`config.mk`:
```
export PLATFORM = sky130hd
export DESIGN_NAME = periodic_note_event_scheduler
export DESIGN_NICKNAME = d
export VERILOG_FILES = /design/src/sv/pnes_pkg.sv /design/src/sv/periodic_note_event_scheduler.sv /design/src/sv/pnes_ram.sv /design/src/sv/pnes_rem.sv
export VERILOG_INCLUDE_DIRS = /design/src /design/src/sv
export SDC_FILE = /design/constraint.sdc
export NUM_CORES = 2
export LEC_CHECK = 0
export ABC_AREA = 1
export BUFFER_PORTS_ARGS = -buffer_cell sky130_fd_sc_hd__buf_2
export CAP_MARGIN = 20
export CORE_UTILIZATION = 45
export DETAILED_ROUTE_END_ITERATION = 12
export SLEW_MARGIN = 20
export SYNTH_ARGS = -nofsm -noshare
export SYNTH_HDL_FRONTEND = slang
export SYNTH_SLANG_ARGS = --single-unit
```
`constraint.sdc`:
```
create_clock -name clk -period 10.2 [get_ports clk]
set_clock_uncertainty 0.15 [all_clocks]
set_input_delay 1.02 -clock clk [delete_from_list [all_inputs] [get_ports clk]]
set_output_delay 1.02 -clock clk [all_outputs]
set_load 0.01 [all_outputs]
```
`src/sv/periodic_note_event_scheduler_macros.svh`:
```
`ifndef PERIODIC_NOTE_EVENT_SCHEDULER_MACROS_SVH
`define PERIODIC_NOTE_EVENT_SCHEDULER_MACROS_SVH

// same-cycle implication, checked on clk with arst_n as reset
`define PNES_ASSERT_NOW(lbl, ante, cons, msg) \
	lbl: assert property (@(posedge clk) disable iff (!arst_n) (ante) |-> (cons)) \
		else $error(msg);

// next-cycle implication
`define PNES_ASSERT_NEXT(lbl, ante, cons, msg) \
	lbl: assert property (@(posedge clk) disable iff (!arst_n) (ante) |=> (cons)) \
		else $error(msg);

`endif

```
`src/sv/pnes_pkg.sv`:
```
`timescale 1ns / 1ps
package pnes_pkg;

	localparam logic [1:0] ACT_TICK   = 2'd0;
	localparam logic [1:0] ACT_WRITE  = 2'd1;
	localparam logic [1:0] ACT_ALLOFF = 2'd2;

	localparam logic [1:0] EV_OFF    = 2'd0;
	localparam logic [1:0] EV_ON     = 2'd1;
	localparam logic [1:0] EV_ALLOFF = 2'd2;

	localparam logic [6:0] NOTE_ON_VEL   = 7'd100;
	localparam int         MIDI_CHANNELS = 16;
	localparam int         PERIOD_W      = 32;
	localparam int         COUNT_W       = 48;

endpackage

```
`src/sv/periodic_note_event_scheduler.sv`:
```
`timescale 1ns / 1ps
// channel   | direction | handshake                 | payload
// ----------+-----------+---------------------------+---------------------------------------
// command   | in        | start high, busy low      | action, slot_index, note_* fields
// event     | out       | event_strobe, one cycle   | event_kind/channel/pitch/velocity/sample,
//           |           |                           | last_event
//
// tick: busy through the off pass, a gap state, the on pass and a flush state, one slot table
// read-modify-write per cycle in each pass; the last event leaves in the cycle after the flush
// state, when busy is already low. write: an inactive slot is written from idle without going
// busy; else the bit-serial remainder unit runs at most once for the on and once for the off
// time. all-off: one event per MIDI channel. reset clears the counter and the slot valid bits;
// a slot never written reads as all zero. events cannot be stalled by the receiver.
`include "periodic_note_event_scheduler_macros.svh"
module periodic_note_event_scheduler #(
	parameter int NOTE_SLOTS    = 16,
	parameter int FRACTION_BITS = 8
) (
	input  logic        clk,
	input  logic        arst_n,
	input  logic        start,
	output logic        busy,
	input  logic [1:0]  action,
	input  logic [3:0]  slot_index,
	input  logic [3:0]  note_channel,
	input  logic [6:0]  note_pitch,
	input  logic [31:0] note_period,
	input  logic [31:0] note_offset,
	input  logic [31:0] note_length,
	output logic        event_strobe,
	output logic [1:0]  event_kind,
	output logic [3:0]  event_channel,
	output logic [6:0]  event_pitch,
	output logic [6:0]  event_velocity,
	output logic [47:0] event_sample,
	output logic        last_event
);
	import pnes_pkg::*;

	localparam int TW = COUNT_W + FRACTION_BITS;
	localparam int AW = (NOTE_SLOTS > 1) ? $clog2(NOTE_SLOTS) : 1;
	localparam logic [PERIOD_W-1:0] ONE_SAMPLE = PERIOD_W'(1) << FRACTION_BITS;

	typedef struct packed {
		logic [3:0]          channel;
		logic [6:0]          pitch;
		logic [PERIOD_W-1:0] period;
		logic [TW-1:0]       on_time;
		logic [TW-1:0]       off_time;
	} slot_t;

	localparam int SW = $bits(slot_t);

	typedef enum logic [7:0] {
		S_IDLE    = 8'b0000_0001,
		S_OFF     = 8'b0000_0010,
		S_GAP     = 8'b0000_0100,
		S_ON      = 8'b0000_1000,
		S_FLUSH   = 8'b0001_0000,
		S_WLAUNCH = 8'b0010_0000,
		S_WWAIT   = 8'b0100_0000,
		S_ALLOFF  = 8'b1000_0000
	} state_t;

	state_t               state_q;
	logic [AW-1:0]        slot_q;
	logic [COUNT_W-1:0]   sample_q;
	logic [NOTE_SLOTS-1:0] vld_q;
	logic                 rdv_s1;
	logic                 pend_vld_q;
	logic [1:0]           pend_kind_q;
	logic [3:0]           pend_ch_q;
	logic [6:0]           pend_pitch_q;
	logic                 wphase_q;
	logic [3:0]           ch_cnt_q;
	logic [AW-1:0]        widx_q;
	logic [3:0]           wch_q;
	logic [6:0]           wpitch_q;
	logic [PERIOD_W-1:0]  per_q;
	logic [PERIOD_W:0]    base_on_q;
	logic [PERIOD_W:0]    base_off_q;
	logic [TW-1:0]        on_q;

	logic                 event_strobe_q;
	logic [1:0]           event_kind_q;
	logic [3:0]           event_channel_q;
	logic [6:0]           event_pitch_q;
	logic [6:0]           event_velocity_q;
	logic [COUNT_W-1:0]   event_sample_q;
	logic                 last_event_q;

	logic                 accept;
	logic                 slot_last;
	logic                 slot_in_range;
	logic [PERIOD_W-1:0]  per_in;
	logic [TW-1:0]        now;
	logic                 ram_we;
	logic [AW-1:0]        ram_waddr;
	slot_t                ram_wdata;
	logic [AW-1:0]        ram_raddr;
	logic [SW-1:0]        ram_rdata;
	slot_t                ent;
	logic                 pass_on;
	logic [TW-1:0]        ent_time;
	logic [TW-1:0]        ent_next;
	logic                 fire;
	logic [TW-1:0]        base_sel;
	logic                 base_ge;
	logic                 div_start;
	logic                 div_done;
	logic [PERIOD_W-1:0]  div_rem;
	logic                 resolve;
	logic [TW-1:0]        resolved;
	logic                 out_stb;
	logic [1:0]           out_kind;
	logic [3:0]           out_ch;
	logic [6:0]           out_pitch;
	logic                 out_last;
	logic                 tick_end;

	assign busy          = (state_q != S_IDLE);
	assign accept        = start && !busy;
	assign slot_last     = (slot_q == AW'(NOTE_SLOTS - 1));
	assign slot_in_range = (32'(slot_index) < NOTE_SLOTS);
	assign now           = TW'(sample_q) << FRACTION_BITS;

	// a nonzero period shorter than one sample runs at one sample
	assign per_in = (note_period != '0 && note_period < ONE_SAMPLE) ? ONE_SAMPLE : note_period;

	// slot table read for the tick walk
	always_comb begin
		unique case (state_q)
			S_OFF, S_ON: ram_raddr = slot_last ? '0 : slot_q + 1'b1;
			default:     ram_raddr = '0;
		endcase
	end

	assign ent      = rdv_s1 ? slot_t'(ram_rdata) : '0;
	assign pass_on  = (state_q == S_ON);
	assign ent_time = pass_on ? ent.on_time : ent.off_time;
	assign ent_next = ent_time + TW'(ent.period);
	assign fire     = (state_q == S_OFF || state_q == S_ON) && (ent.period != '0)
		&& (ent_time[TW-1:FRACTION_BITS] <= sample_q);

	// placement of a written slot: first base + n*period not before now
	assign base_sel  = wphase_q ? TW'(base_off_q) : TW'(base_on_q);
	assign base_ge   = (base_sel >= now);
	assign div_start = (state_q == S_WLAUNCH) && !base_ge;
	assign resolve   = ((state_q == S_WLAUNCH) && base_ge) || ((state_q == S_WWAIT) && div_done);
	assign resolved  = (state_q == S_WLAUNCH) ? base_sel :
		(div_rem == '0) ? now : now - TW'(div_rem) + TW'(per_q);

	pnes_rem #(
		.DW(TW)
	) u_rem (
		.clk     (clk),
		.arst_n  (arst_n),
		.start   (div_start),
		.dividend(now - base_sel),
		.divisor (per_q),
		.done    (div_done),
		.rem     (div_rem)
	);

	always_comb begin
		ram_we    = 1'b0;
		ram_waddr = slot_q;
		ram_wdata = ent;
		if (state_q == S_IDLE) begin
			// inactive slot: channel and pitch only, times cleared
			ram_we            = accept && action == ACT_WRITE && slot_in_range && per_in == '0;
			ram_waddr         = AW'(slot_index);
			ram_wdata         = '0;
			ram_wdata.channel = note_channel;
			ram_wdata.pitch   = note_pitch;
		end else if (state_q == S_WLAUNCH || state_q == S_WWAIT) begin
			ram_we             = resolve && wphase_q;
			ram_waddr          = widx_q;
			ram_wdata.channel  = wch_q;
			ram_wdata.pitch    = wpitch_q;
			ram_wdata.period   = per_q;
			ram_wdata.on_time  = on_q;
			ram_wdata.off_time = resolved;
		end else begin
			ram_we = fire;
			if (pass_on) begin
				ram_wdata.on_time = ent_next;
			end else begin
				ram_wdata.off_time = ent_next;
			end
		end
	end

	pnes_ram #(
		.WIDTH(SW),
		.DEPTH(NOTE_SLOTS)
	) u_ram (
		.clk  (clk),
		.we   (ram_we),
		.waddr(ram_waddr),
		.wdata(ram_wdata),
		.raddr(ram_raddr),
		.rdata(ram_rdata)
	);

	// one tick event is held back so that the final one can carry last_event
	always_comb begin
		out_stb   = 1'b0;
		out_kind  = pend_kind_q;
		out_ch    = pend_ch_q;
		out_pitch = pend_pitch_q;
		out_last  = 1'b0;
		priority if (state_q == S_ALLOFF) begin
			out_stb   = 1'b1;
			out_kind  = EV_ALLOFF;
			out_ch    = ch_cnt_q;
			out_pitch = '0;
			out_last  = (ch_cnt_q == 4'(MIDI_CHANNELS - 1));
		end else if (state_q == S_FLUSH) begin
			out_stb  = pend_vld_q;
			out_last = 1'b1;
		end else if (fire) begin
			out_stb = pend_vld_q;
		end else begin
			out_stb = 1'b0;
		end
	end

	always_ff @(posedge clk or negedge arst_n) begin
		if (!arst_n) begin
			state_q        <= S_IDLE;
			slot_q         <= '0;
			sample_q       <= '0;
			vld_q          <= '0;
			rdv_s1         <= 1'b0;
			pend_vld_q     <= 1'b0;
			wphase_q       <= 1'b0;
			ch_cnt_q       <= '0;
			event_strobe_q <= 1'b0;
		end else begin
			rdv_s1         <= vld_q[ram_raddr];
			event_strobe_q <= out_stb;
			if (ram_we) begin
				vld_q[ram_waddr] <= 1'b1;
			end
			if (fire) begin
				pend_vld_q <= 1'b1;
			end
			unique case (state_q)
				S_IDLE: begin
					if (accept) begin
						slot_q     <= '0;
						pend_vld_q <= 1'b0;
						wphase_q   <= 1'b0;
						ch_cnt_q   <= '0;
						priority if (action == ACT_TICK) begin
							state_q <= S_OFF;
						end else if (action == ACT_WRITE) begin
							if (slot_in_range && per_in != '0) begin
								state_q <= S_WLAUNCH;
							end
						end else if (action == ACT_ALLOFF) begin
							state_q <= S_ALLOFF;
						end else begin
							// unused action: nothing to do
							state_q <= S_IDLE;
						end
					end
				end
				S_OFF: begin
					if (slot_last) begin
						state_q <= S_GAP;
					end else begin
						slot_q <= slot_q + 1'b1;
					end
				end
				S_GAP: begin
					slot_q  <= '0;
					state_q <= S_ON;
				end
				S_ON: begin
					if (slot_last) begin
						state_q <= S_FLUSH;
					end else begin
						slot_q <= slot_q + 1'b1;
					end
				end
				S_FLUSH: begin
					pend_vld_q <= 1'b0;
					sample_q   <= sample_q + 1'b1;
					state_q    <= S_IDLE;
				end
				S_WLAUNCH, S_WWAIT: begin
					if (resolve) begin
						wphase_q <= 1'b1;
						state_q  <= wphase_q ? S_IDLE : S_WLAUNCH;
					end else begin
						state_q <= S_WWAIT;
					end
				end
				S_ALLOFF: begin
					ch_cnt_q <= ch_cnt_q + 1'b1;
					if (ch_cnt_q == 4'(MIDI_CHANNELS - 1)) begin
						state_q <= S_IDLE;
					end
				end
				default: state_q <= S_IDLE;
			endcase
		end
	end

	always_ff @(posedge clk) begin
		if (accept) begin
			widx_q     <= AW'(slot_index);
			wch_q      <= note_channel;
			wpitch_q   <= note_pitch;
			per_q      <= per_in;
			base_on_q  <= {1'b0, note_offset};
			base_off_q <= {1'b0, note_offset} + {1'b0, note_length};
		end
		if (resolve && !wphase_q) begin
			on_q <= resolved;
		end
		if (fire) begin
			pend_kind_q  <= pass_on ? EV_ON : EV_OFF;
			pend_ch_q    <= ent.channel;
			pend_pitch_q <= ent.pitch;
		end
		event_kind_q     <= out_kind;
		event_channel_q  <= out_ch;
		event_pitch_q    <= out_pitch;
		event_velocity_q <= (out_kind == EV_ON) ? NOTE_ON_VEL : 7'd0;
		event_sample_q   <= sample_q;
		last_event_q     <= out_last;
	end

	assign event_strobe   = event_strobe_q;
	assign event_kind     = event_kind_q;
	assign event_channel  = event_channel_q;
	assign event_pitch    = event_pitch_q;
	assign event_velocity = event_velocity_q;
	assign event_sample   = event_sample_q;
	assign last_event     = last_event_q;

	assign tick_end = event_strobe && last_event && event_kind != EV_ALLOFF;

	`PNES_ASSERT_NEXT(a_tick_busy, accept && action == ACT_TICK, state_q == S_OFF, "tick not started")
	`PNES_ASSERT_NOW(a_div_done_wait, div_done, state_q == S_WWAIT, "stray remainder done")
	`PNES_ASSERT_NOW(a_tick_last, tick_end, $past(state_q) == S_FLUSH, "tick end not from flush")
	`PNES_ASSERT_NOW(a_idle_write, ram_we && state_q == S_IDLE, ram_wdata.period == '0, "idle write")

endmodule

```
`src/sv/pnes_ram.sv`:
```
`timescale 1ns / 1ps
module pnes_ram #(
	parameter int WIDTH = 8,
	parameter int DEPTH = 16
) (
	input  logic                                         clk,
	input  logic                                         we,
	input  logic [((DEPTH > 1) ? $clog2(DEPTH) : 1)-1:0] waddr,
	input  logic [WIDTH-1:0]                             wdata,
	input  logic [((DEPTH > 1) ? $clog2(DEPTH) : 1)-1:0] raddr,
	output logic [WIDTH-1:0]                             rdata
);

	logic [WIDTH-1:0] mem [DEPTH];

	always_ff @(posedge clk) begin
		if (we) begin
			mem[waddr] <= wdata;
		end
		rdata <= mem[raddr];
	end

endmodule

```
`src/sv/pnes_rem.sv`:
```
`timescale 1ns / 1ps
// restoring division, one quotient bit per cycle; only the remainder is kept
module pnes_rem #(
	parameter int DW = 56
) (
	input  logic                      clk,
	input  logic                      arst_n,
	input  logic                      start,
	input  logic [DW-1:0]             dividend,
	input  logic [pnes_pkg::PERIOD_W-1:0] divisor,
	output logic                      done,
	output logic [pnes_pkg::PERIOD_W-1:0] rem
);
	import pnes_pkg::*;

	localparam int CW = $clog2(DW + 1);

	logic                run_q;
	logic                done_q;
	logic [CW-1:0]       cnt_q;
	logic [PERIOD_W-1:0] rem_q;
	logic [DW-1:0]       dvd_q;
	logic [PERIOD_W:0]   trial;
	logic [PERIOD_W:0]   diff;
	logic [PERIOD_W-1:0] rem_nxt;

	always_comb begin
		trial = {rem_q, dvd_q[DW-1]};
		diff  = trial - {1'b0, divisor};
		// divisor fits 32 bits, so a successful subtract leaves a 32-bit remainder
		rem_nxt = (trial >= {1'b0, divisor}) ? diff[PERIOD_W-1:0] : trial[PERIOD_W-1:0];
	end

	always_ff @(posedge clk or negedge arst_n) begin
		if (!arst_n) begin
			run_q  <= 1'b0;
			done_q <= 1'b0;
			cnt_q  <= '0;
		end else begin
			done_q <= 1'b0;
			if (start) begin
				run_q <= 1'b1;
				cnt_q <= '0;
			end else if (run_q) begin
				cnt_q <= cnt_q + 1'b1;
				if (cnt_q == CW'(DW - 1)) begin
					run_q  <= 1'b0;
					done_q <= 1'b1;
				end
			end
		end
	end

	always_ff @(posedge clk) begin
		if (start) begin
			rem_q <= '0;
			dvd_q <= dividend;
		end else if (run_q) begin
			rem_q <= rem_nxt;
			dvd_q <= dvd_q << 1;
		end
	end

	assign done = done_q;
	assign rem  = rem_q;

endmodule

```
==> out/results.ini <==
[outcome]
status = finished, final reports clean

[die]
num_rows = 202
die_area_um2 = 309000
start_util = 0.454
core_region_area_um2 = 304000
die_x_um = 556
die_h_um = 556
ios = 187

[routing]
wire_per_inst_um = 28.2
drt_wl_total_um = 487000
ant_nets = 0
drt-initial-drc-count = 12100
vias = 102000
via_per_inst = 5.90
first_pass_iters = 6
drc = 0

[power_and_ir_drop]
power.density_nw_per_um2 = 325
p_leak_nw = 58.3
ir_worst_vdd_v = 0.000352

[worst_setup_path]
required_ns = 10.58
worst-path-max-fanout = 113
crit_path_start_kind = flip-flop
worstSetupPathType = reg -> reg
cp_data_arrival_time_ns = 7.70
end_kind = flip-flop

[sta]
worst_pin_slew_ns = 1.42
holdWs_ns = 0.0145
hold_violations = 0
final_max_slew_viol_count = 0
final.setup.tns_ns = 0
timing.final.crit_share = 0.718
setup_violations = 0
slew_headroom = 0.0521
fmax_ghz = 0.137
rsz0062_at_grt = false
layout_setup_ws_ns = 2.88
period_needed_ns = 7.32

[synthesis]
yosysSeqAreaShare = 0.644
synth-main-ff-cell = edfxtp_1
syn_area_per_cell_um2 = 10.7
syn_inst = 12900
ys_types = 60
mappedNetlistArea_um2 = 138000
ys_warn_count = 0
synth_seq_cells = 3057
async_flop_share = 0.0301
synth_edf_count = 2716

[hold_path]
hp-class = in -> async

[placement]
portBuffers = 182
pre_cts_slack_ns = 3.18
hpwl_um = 313000
gp_congestion = 1.01

[clock_tree]
cts_tree = yes
clkLatencyLatePin_ns = 0.95
htreeDepth = 5
ctsHoldBuffers = 0
tritoncts.num_buffers = 330
cts_buffer_depth = 4
cts_resized = 0
clock-sinks = 3057
cts_setup_buffers = 0
clkTransAtPathRegs_ns = 0.06
clock-root-buffer = clkbuf_16

[global_routing]
grt_antenna_before_repair = 40
grt_pass1_wl_um = 695000
grt_usage = 0.309
first_global_vias = 97500
grt_start_max_net_pins = 173
overflow = 0

[cells_and_area]
fillers = 27000
multi_input_area_um2 = 42400
nets = 13300
area_delta_synth_final_pct = 11.8
final_cell_mix = 2910 x nand2_1, 2716 x edfxtp_1, 1239 x nand3_1
regArea_um2 = 88900
drive_gt1_frac = 0.0799
final_common_cell = nand2_1

[run]
drv_cap = 0

-- final timing paths --
| path | from | endpoint | slack, ns | cells past startpoint |
|---|---|---|---|---|
| setup / recovery | state_q[6]$_DFFE_PN0P_ | u_ram.mem[4][83]$_DFFE_PP_ | 2.88 | 18 |
| hold / removal | arst_n | u_rem.cnt_q[1]$_DFFE_PN0P_ | 0.01 | 1 |
| setup reg to reg | state_q[6]$_DFFE_PN0P_ | u_ram.mem[4][83]$_DFFE_PP_ | 2.88 | 18 |
| hold reg to reg | vld_q[12]$_DFFE_PN0N_ | vld_q[12]$_DFFE_PN0N_ | 0.31 | 2 |
| max in group asynchronous | arst_n | wphase_q$_DFFE_PN0P_ | 8.61 | 2 |
| min in group clk | note_period[15] | per_q[15]$_DFFE_PP_ | 0.14 | 1 |
-- final cells by class --
| cell class | instances | share of cell area |
|---|---|---|
| Sequential cell | 3057 | 0.576 |
| Multi-Input combinational cell | 7993 | 0.275 |
| Clock buffer | 441 | 0.0584 |
| Tap cell | 4080 | 0.0331 |
| Inverter | 1105 | 0.0280 |
| Timing Repair Buffer | 404 | 0.0193 |
| Clock inverter | 168 | 0.0105 |
| Antenna cell | 9 | 0.000146 |
-- critical path, stage by stage (launching register included) --
cell and delay, ns:
dfrtp_1 0.42, inv_2 0.07, nand2_1 0.11, nor2_4 0.10, buf_4 0.38, nand2_8 0.53
inv_4 0.59, buf_12 0.29, o21ai_0 0.21, ha_1 0.32, nand2_1 0.10, nor4_1 0.85
nand4_1 0.20, nand2_1 0.30, a21oi_1 0.13, nand2_2 0.33, nand3_1 0.29, inv_8 0.72
buf_4 0.58
-- report_power, final --
part	internal (mW)	switching, mW
sequential	19.6	0.738
combinational	3.80	14.2
clock	6.70	5.10
-- per-stage QoR --
step / utilization / cells / power [mW] / cell area, um^2
after floorplan: - / 12900 / 29.6 / 138000
after global placement: 0.471 / 16600 / 37.8 / 143000
after detailed placement: 0.472 / 16600 / 38.1 / 143000
after CTS: 0.507 / 17200 / 49.9 / 154000
after global routing: 0.507 / 17300 / 52.0 / 154000
final: 0.507 / 17300 / 50.1 / 154000
-- layer usage --
layer / wire length (um) / GRT usage
met1: 204000 / 0.433
met2: 221000 / 0.481
met3: 40900 / 0.0517
met4: 21300 / 0.120
met5: 167 / 0
-- Yosys cell counts (all sizes together), types with 54 or more instances --
library cell | number | area (um^2)
o21ai | 829 | 4150
buf | 302 | 1510
nor3 | 65 | 342
ha | 281 | 3520
nor2 | 837 | 3220
xnor2 | 60 | 526
dfxtp | 249 | 4980
a211oi | 54 | 405
o221ai | 572 | 5010
xor2 | 135 | 1180
or2 | 66 | 413
clkbuf | 412 | 1550
nand4 | 78 | 494
nand2 | 2932 | 11100
inv | 1100 | 4130
a31oi | 64 | 400
o211ai | 71 | 533
edfxtp | 2716 | 81600
nand3 | 1245 | 6260
dfrtp | 91 | 2280
a21oi | 480 | 2400
-- cells by family after synthesis --
logic type,Yosys count,synth area share
xor gates and xnor gates,195,0.0124
and+or+nand+nor,5282,0.161
other,1,0.0000272
adders and majority gates,309,0.0295
AOI/OAI and AO/OA,2179,0.0994
muxes,24,0.00174
buffers and inverters,1819,0.0522
DFF,3057,0.644
-- flip-flops by register name (all words and copies together) (netlist names), 6 cells and up --
register / cells
vld_q: 16
event_pitch: 7
u_rem.cnt_q: 6
u_ram.mem: 2480
base_off_q: 33
u_rem.rem: 32
event_sample: 48
state_q: 8
u_rem.dvd_q: 56
base_on_q: 32
wpitch_q: 7
per_q: 32
on_q: 56
u_ram.rdata: 155
pend_pitch_q: 7
sample_q: 48
Note: power is estimated with default switching activity, not from simulation.
